<file path="src/hdl/greedy_meshlet_builder_macros.svh">
// Shared assertion macros.
`ifndef GREEDY_MESHLET_BUILDER_MACROS_SVH
`define GREEDY_MESHLET_BUILDER_MACROS_SVH

// Same-cycle implication.
`define GMB_ASSERT_NOW(lbl, ante, cons, msg) \
   lbl: assert property (@(posedge clock) disable iff (reset) (ante) |-> (cons)) else $error(msg);

// Next-cycle implication.
`define GMB_ASSERT_NEXT(lbl, ante, cons, msg) \
   lbl: assert property (@(posedge clock) disable iff (reset) (ante) |=> (cons)) else $error(msg);

`endif

</file>
<file path="src/hdl/gmb_pkg.sv">
package gmb_pkg;

   localparam logic [1:0] KIND_RECORD   = 2'd0;
   localparam logic [1:0] KIND_VERTEX   = 2'd1;
   localparam logic [1:0] KIND_TRIANGLE = 2'd2;

   localparam logic FUNC_END = 1'b1;

   localparam logic [3:0] REG_MAX_VERTS = 4'd0;
   localparam logic [3:0] REG_MAX_TRIS  = 4'd1;
   localparam logic [3:0] REG_CONE_EN   = 4'd2;
   localparam logic [3:0] REG_CONE_COS  = 4'd3;

   localparam int RSP_BITS = 104;

   localparam logic signed [22:0] SUM_MAX = 23'sh3fffff;
   localparam logic signed [22:0] SUM_MIN = 23'sh400000;

   localparam logic [5:0] SH_0  = 6'd0;
   localparam logic [5:0] SH_24 = 6'd24;
   localparam logic [5:0] SH_25 = 6'd25;
   localparam logic [5:0] SH_48 = 6'd48;

   typedef struct packed {
      logic [6:0]  pad;
      logic        normal_valid;
      logic [15:0] normal_z;
      logic [15:0] normal_y;
      logic [15:0] normal_x;
      logic [23:0] vert_c;
      logic [23:0] vert_b;
      logic [23:0] vert_a;
   } req_data_type;

   typedef struct packed {
      logic [6:0]  mesh_triangle_count;
      logic [6:0]  mesh_vertex_count;
      logic [23:0] mesh_triangle_offset;
      logic [23:0] mesh_vertex_offset;
      logic [5:0]  local_c;
      logic [5:0]  local_b;
      logic [5:0]  local_a;
      logic [23:0] global_vertex;
   } rsp_data_type;

   typedef struct packed {
      logic               clr;
      logic signed [24:0] a;
      logic signed [24:0] b;
      logic [5:0]         sh;
   } mac_cmd_type;

endpackage

</file>
<file path="src/hdl/gmb_mac.sv">
module gmb_mac (
   input  logic                clock,
   input  logic                en,
   input  gmb_pkg::mac_cmd_type cmd,
   output logic signed [79:0]  acc
);
   import gmb_pkg::*;

   logic signed [49:0] prod;
   logic signed [79:0] term;
   logic signed [79:0] acc_ff;
   logic signed [79:0] acc_in;

   always_comb begin
      prod   = cmd.a * cmd.b;
      term   = 80'(prod) <<< cmd.sh;
      acc_in = (cmd.clr ? '0 : acc_ff) + term;
   end

   always_ff @(posedge clock) begin
      if (en) begin
         acc_ff <= acc_in;
      end
   end

   assign acc = acc_ff;
endmodule

</file>
<file path="config.mk">
export PLATFORM = sky130hd
export DESIGN_NAME = gmb_mac
export DESIGN_NICKNAME = d
export VERILOG_FILES = /design/src/hdl/greedy_meshlet_builder_macros.svh /design/src/hdl/gmb_pkg.sv /design/src/hdl/gmb_mac.sv
export SDC_FILE = /design/constraint.sdc
export NUM_CORES = 2
export LEC_CHECK = 0
export CAP_MARGIN = 20
export CORE_MARGIN = 2
export CORE_UTILIZATION = 55
export CTS_CLUSTER_DIAMETER = 150
export CTS_CLUSTER_SIZE = 12
export DETAILED_ROUTE_END_ITERATION = 8
export DONT_BUFFER_PORTS = 1
export PLACE_DENSITY = 0.73
export SYNTH_ARGS = -nofsm -noshare
export SYNTH_HDL_FRONTEND = slang
export SYNTH_SLANG_ARGS = --single-unit
</file>
<file path="constraint.sdc">
create_clock -name clock -period 27.1 [get_ports clock]
set_input_delay 5.42 -clock clock [delete_from_list [all_inputs] [get_ports clock]]
set_output_delay 5.42 -clock clock [all_outputs]
set_load 0.02 [all_outputs]
</file>
# Word-level counts from Yosys, hierarchy flattened
# Index checks and enable logic that the tools add are counted.
[word_totals] output_inout_bits=80 word_cells=5 inputBits=59 reg_bits=80
[op_classes] shifts=1 n_mux=1 n_mul=1 addsub=1
[ops] cell="$add 80x80->80" count=1
[ops] cell="$mux 80" count=1
[ops] cell="$sshl 50x6->80" count=1
[ops] cell="$mul 25x25->50" count=1

# Depth between registers and ports, before layout
[depth] ltp_word=3 ltp_mapped=45 depth_no_buf=41

# Least setup slack after synthesis
# OpenSTA, ideal clock, no wires.
[synth_timing] kind="input port to flip-flop" from="input cmd[10] (netlist bit)" to="register acc_ff[66] (netlist: acc[66]), data pin" setup_ns=0.265 arrival_ns=15.429 setup_slack_ns=11.405 n_path_buf=3 required_ns=26.835 cell_stages=44 path_cell_list="clkbuf_1 clkbuf_1 nand2_1 fa_1 inv_1 fa_1 inv_1 fa_1 inv_1 fa_1 inv_1 fa_1 inv_1 fa_1 inv_1 fa_1 inv_1 ha_1 [... 8 more ...] o21ai_0 mux4_2 mux2i_1 mux2_2 o21ai_0 ha_1 a21oi_1 o21a_1 o21ai_0 a311oi_1 o21ai_0 a211oi_1 a31oi_1 a21boi_0 o211ai_1 a21boi_0 o21ai_0 xor2_1"
[synth_between] elab_chain_cells=3
[synth_lines] item="from (decl)" line_no="gmb_mac.sv:4" source="input gmb_pkg::mac_cmd_type cmd,"
[synth_lines] item="$mul 25x25->50" line_no="gmb_mac.sv:15" source="prod = cmd.a * cmd.b;"
[synth_lines] item="$sshl 50x6->80" line_no="gmb_mac.sv:16" source="term = 80'(prod) <<< cmd.sh;"
[synth_lines] item="$add 80x80->80" line_no="gmb_mac.sv:17" source="acc_in = (cmd.clr ? '0 : acc_ff) + term;"
[synth_lines] item="net acc_in[66]" line_no="gmb_mac.sv:12" source="logic signed [79:0] acc_in;"
[synth_lines] item="to (signal assigned)" line_no="gmb_mac.sv:22" source="acc_ff <= acc_in;"
[synth_lines] item="to (decl)" line_no="gmb_mac.sv:11" source="logic signed [79:0] acc_ff;"
# The timed path passes the listed nets, and every way through them passes these cells.
# A chain may end at the register's enable or synchronous reset.

# Worst setup path after layout
[layout_timing] from="input cmd[7] (netlist bit)" to="register acc_ff[66] (netlist: acc[66]), data pin"
# The elaborated chain is that of the path after synthesis.

==> results.py <==
metrics = {
    "critical_path": {
        "cp-end-kind": "flop",
        "cpMostUsedCell": "fa_1",
        "critPathMaxFanout": 25,
        "max_stage_delay_ns": 0.72,
        "cp-startpoint": "cmd[7]",
        "slowest_stage": "o21ai_0",
        "cp-start-kind": "input port",
        "worstSetupPathType": "in2reg",
        "r2r-start": "acc[6]$_DFFE_PP_",
        "critPathBufInv": 4,
        "crit_required_ns": 27.21,
        "crit_family": "compound AO/OA/AOI/OAI gates",
        "cp.arrival_ns": 17.08,
    },
    "finish": {
        "antenna_cells": 0,
        "largest_reg_flops": 80,
        "synthToLayoutAreaGrowth_pct": 1.505,
        "drive_above_1_share_pct": 3.170,
        "nNetsFinal": 4781,
    },
    "synthesis": {
        "yosys_warnings": 0,
        "yosysMostFrequentCell": "inv_1",
        "synthTopCellsByArea": "fa_1 37%, ha_1 7.8%, inv_1 7.3%, edfxtp_1 6.8%, and2_1 5.6%",
        "netlist-cell-type-count": 93,
        "async_flop_share_pct": 0,
        "synth_flop_cell": "edfxtp_1",
        "synthesis.area_sq_um": 35330,
        "ys_ff_latch": 80,
        "syn_inst": 4050,
        "synth_nets": 4988,
        "yosysTopAreaCell": "fa_1",
        "synth_common_cells": "685 x inv_1, 659 x fa_1, 464 x nand2_1",
        "synth_edf_count": 80,
        "synth_top_area_share_pct": 37.34,
        "seq_area_frac_synth_pct": 6.799,
        "avgSynthCellArea_sq_um": 8.724,
    },
    "place": {
        "io_buffers": 0,
        "gp_congestion": 0.9629,
        "hpwl_microns": 78350,
    },
    "clock_network": {
        "numCtsBuffers": 9,
        "clk_latency_ns": 0.37,
        "cts_root_buf": "clkbuf_16",
        "cts_tree": "built",
        "cts_buffer_depth": 2,
        "cts_hold_buf": 0,
        "cts_resized": 0,
        "htreeDepth": 3,
        "clkSlewWorstSetupHoldPaths_ns": 0.07,
        "cts_sinks": 80,
        "cts_post_setup_buffers_inserted": 0,
    },
    "floorplan": {
        "die_w_microns": 257.5,
        "io_pins": 139,
        "dieArea_sq_um": 66280,
        "die-height_microns": 257.5,
        "num_rows": 92,
        "initial_core_util_pct": 55.81,
        "coreArea_sq_um": 63310,
    },
    "global_route": {
        "grt-ovfl-total": 0,
        "top_usage_layer": "met2",
        "met3_usage_pct": 5.930,
        "grt_usage_pct": 30.17,
        "grt_max_degree": 81,
        "antenna_found_initial": 0,
        "met2_usage_pct": 49.99,
        "grt_pass1_wl_microns": 158800,
        "grt_pass1_vias": 29400,
        "use_met1_pct": 40.18,
    },
    "min_path": {
        "hp-class": "reg2reg",
        "worstHoldStart": "acc[0]$_DFFE_PP_",
    },
    "detailed_routing": {
        "drc_errors": 0,
        "dr.pass1.iters": 6,
        "via_count": 28040,
        "wl_per_cell_microns": 20.60,
        "drt-vias-per-instance": 5.973,
        "ant_nets": 0,
        "wl_microns": 96680,
        "drt-initial-drc-count": 2385,
    },
    "sta": {
        "tightest_slew_ns": 1.128,
        "finalSetupViolations": 0,
        "finalMaxSlewViolations": 0,
        "finalHoldViolCount": 0,
        "fin_skew_ns": 0.01346,
        "fmax_mhz": 58.95,
        "period_needed_ns": 16.96,
        "post-route-period-util_pct": 62.60,
        "relSlewSlack_pct": 24.00,
        "rsz0062_at_grt": "false",
        "fin_tns_setup_ns": 0,
    },
    "run": {
        "maxCapViolations": 0,
    },
    "status": {
        "status": "finished clean",
    },
}
[cell usage in the layout (no fill, tap or decap), drive strengths merged, types with 80 or more instances in the layout]
master,count
ha,220
xnor2,81
o21ai,127
inv,689
nand2,465
a21o,86
edfxtp,80
and2,314
a21oi,176
nor2,174
nor2b,90
fa,659
[tightest hold or removal path: stages (launching register included)]
cell,delay (ns)
edfxtp_1,0.55
nor2b_1,0.18
ha_1,0.14
[final timing paths]
check	end	slack, ns	cells after the start
max reg2reg	acc[73]$_DFFE_PP_	21.87	14
max	acc[66]$_DFFE_PP_	10.14	37
min	acc[0]$_DFFE_PP_	0.97	2
min reg2reg	acc[0]$_DFFE_PP_	0.97	2
[cell type report]
cell class                 instances  area, sq um
timing repair buffer               8        60.06
clock inverter                     7        70.07
inverter                         690         2590
multi-input combinational       3054        29460
sequential                        80         2402
fill                            5722        27450
clock buffer                       9        225.2
tap                              846         1059
[per-layer routing]
metal	share of wire [%]	up-vias
met3	8.0	205
met4	3.2	0
met1	41	14100
met2	48	1124
met5	0	-
li1	-	12610
[logic make-up after synthesis]
family	share of synthesized area (%)
simple gates	17.34
buf+inv	9.827
xor+xnor	3.148
fa+ha+maj	45.13
mux	4.774
compound gates	12.98
flops	6.799
[stage by stage]
stage	hold WS [ns]	area [sq um]	worst slack [ns]	util, %	cells
2_1_floorplan	0.8244	35330	11.41	-	4050
3_3_place_gp	0.9577	35570	10.15	56.18	4678
3_5_place_dp	0.9751	35570	10.13	56.18	4678
4_1_cts	0.9908	35860	10.50	56.65	4694
5_1_grt	1.010	35860	9.615	56.65	4694
6_report	0.9746	35860	10.14	56.65	4694
Power is not shown: default switching activity piles up to over one toggle a cycle in this logic, so the estimate is an artifact.
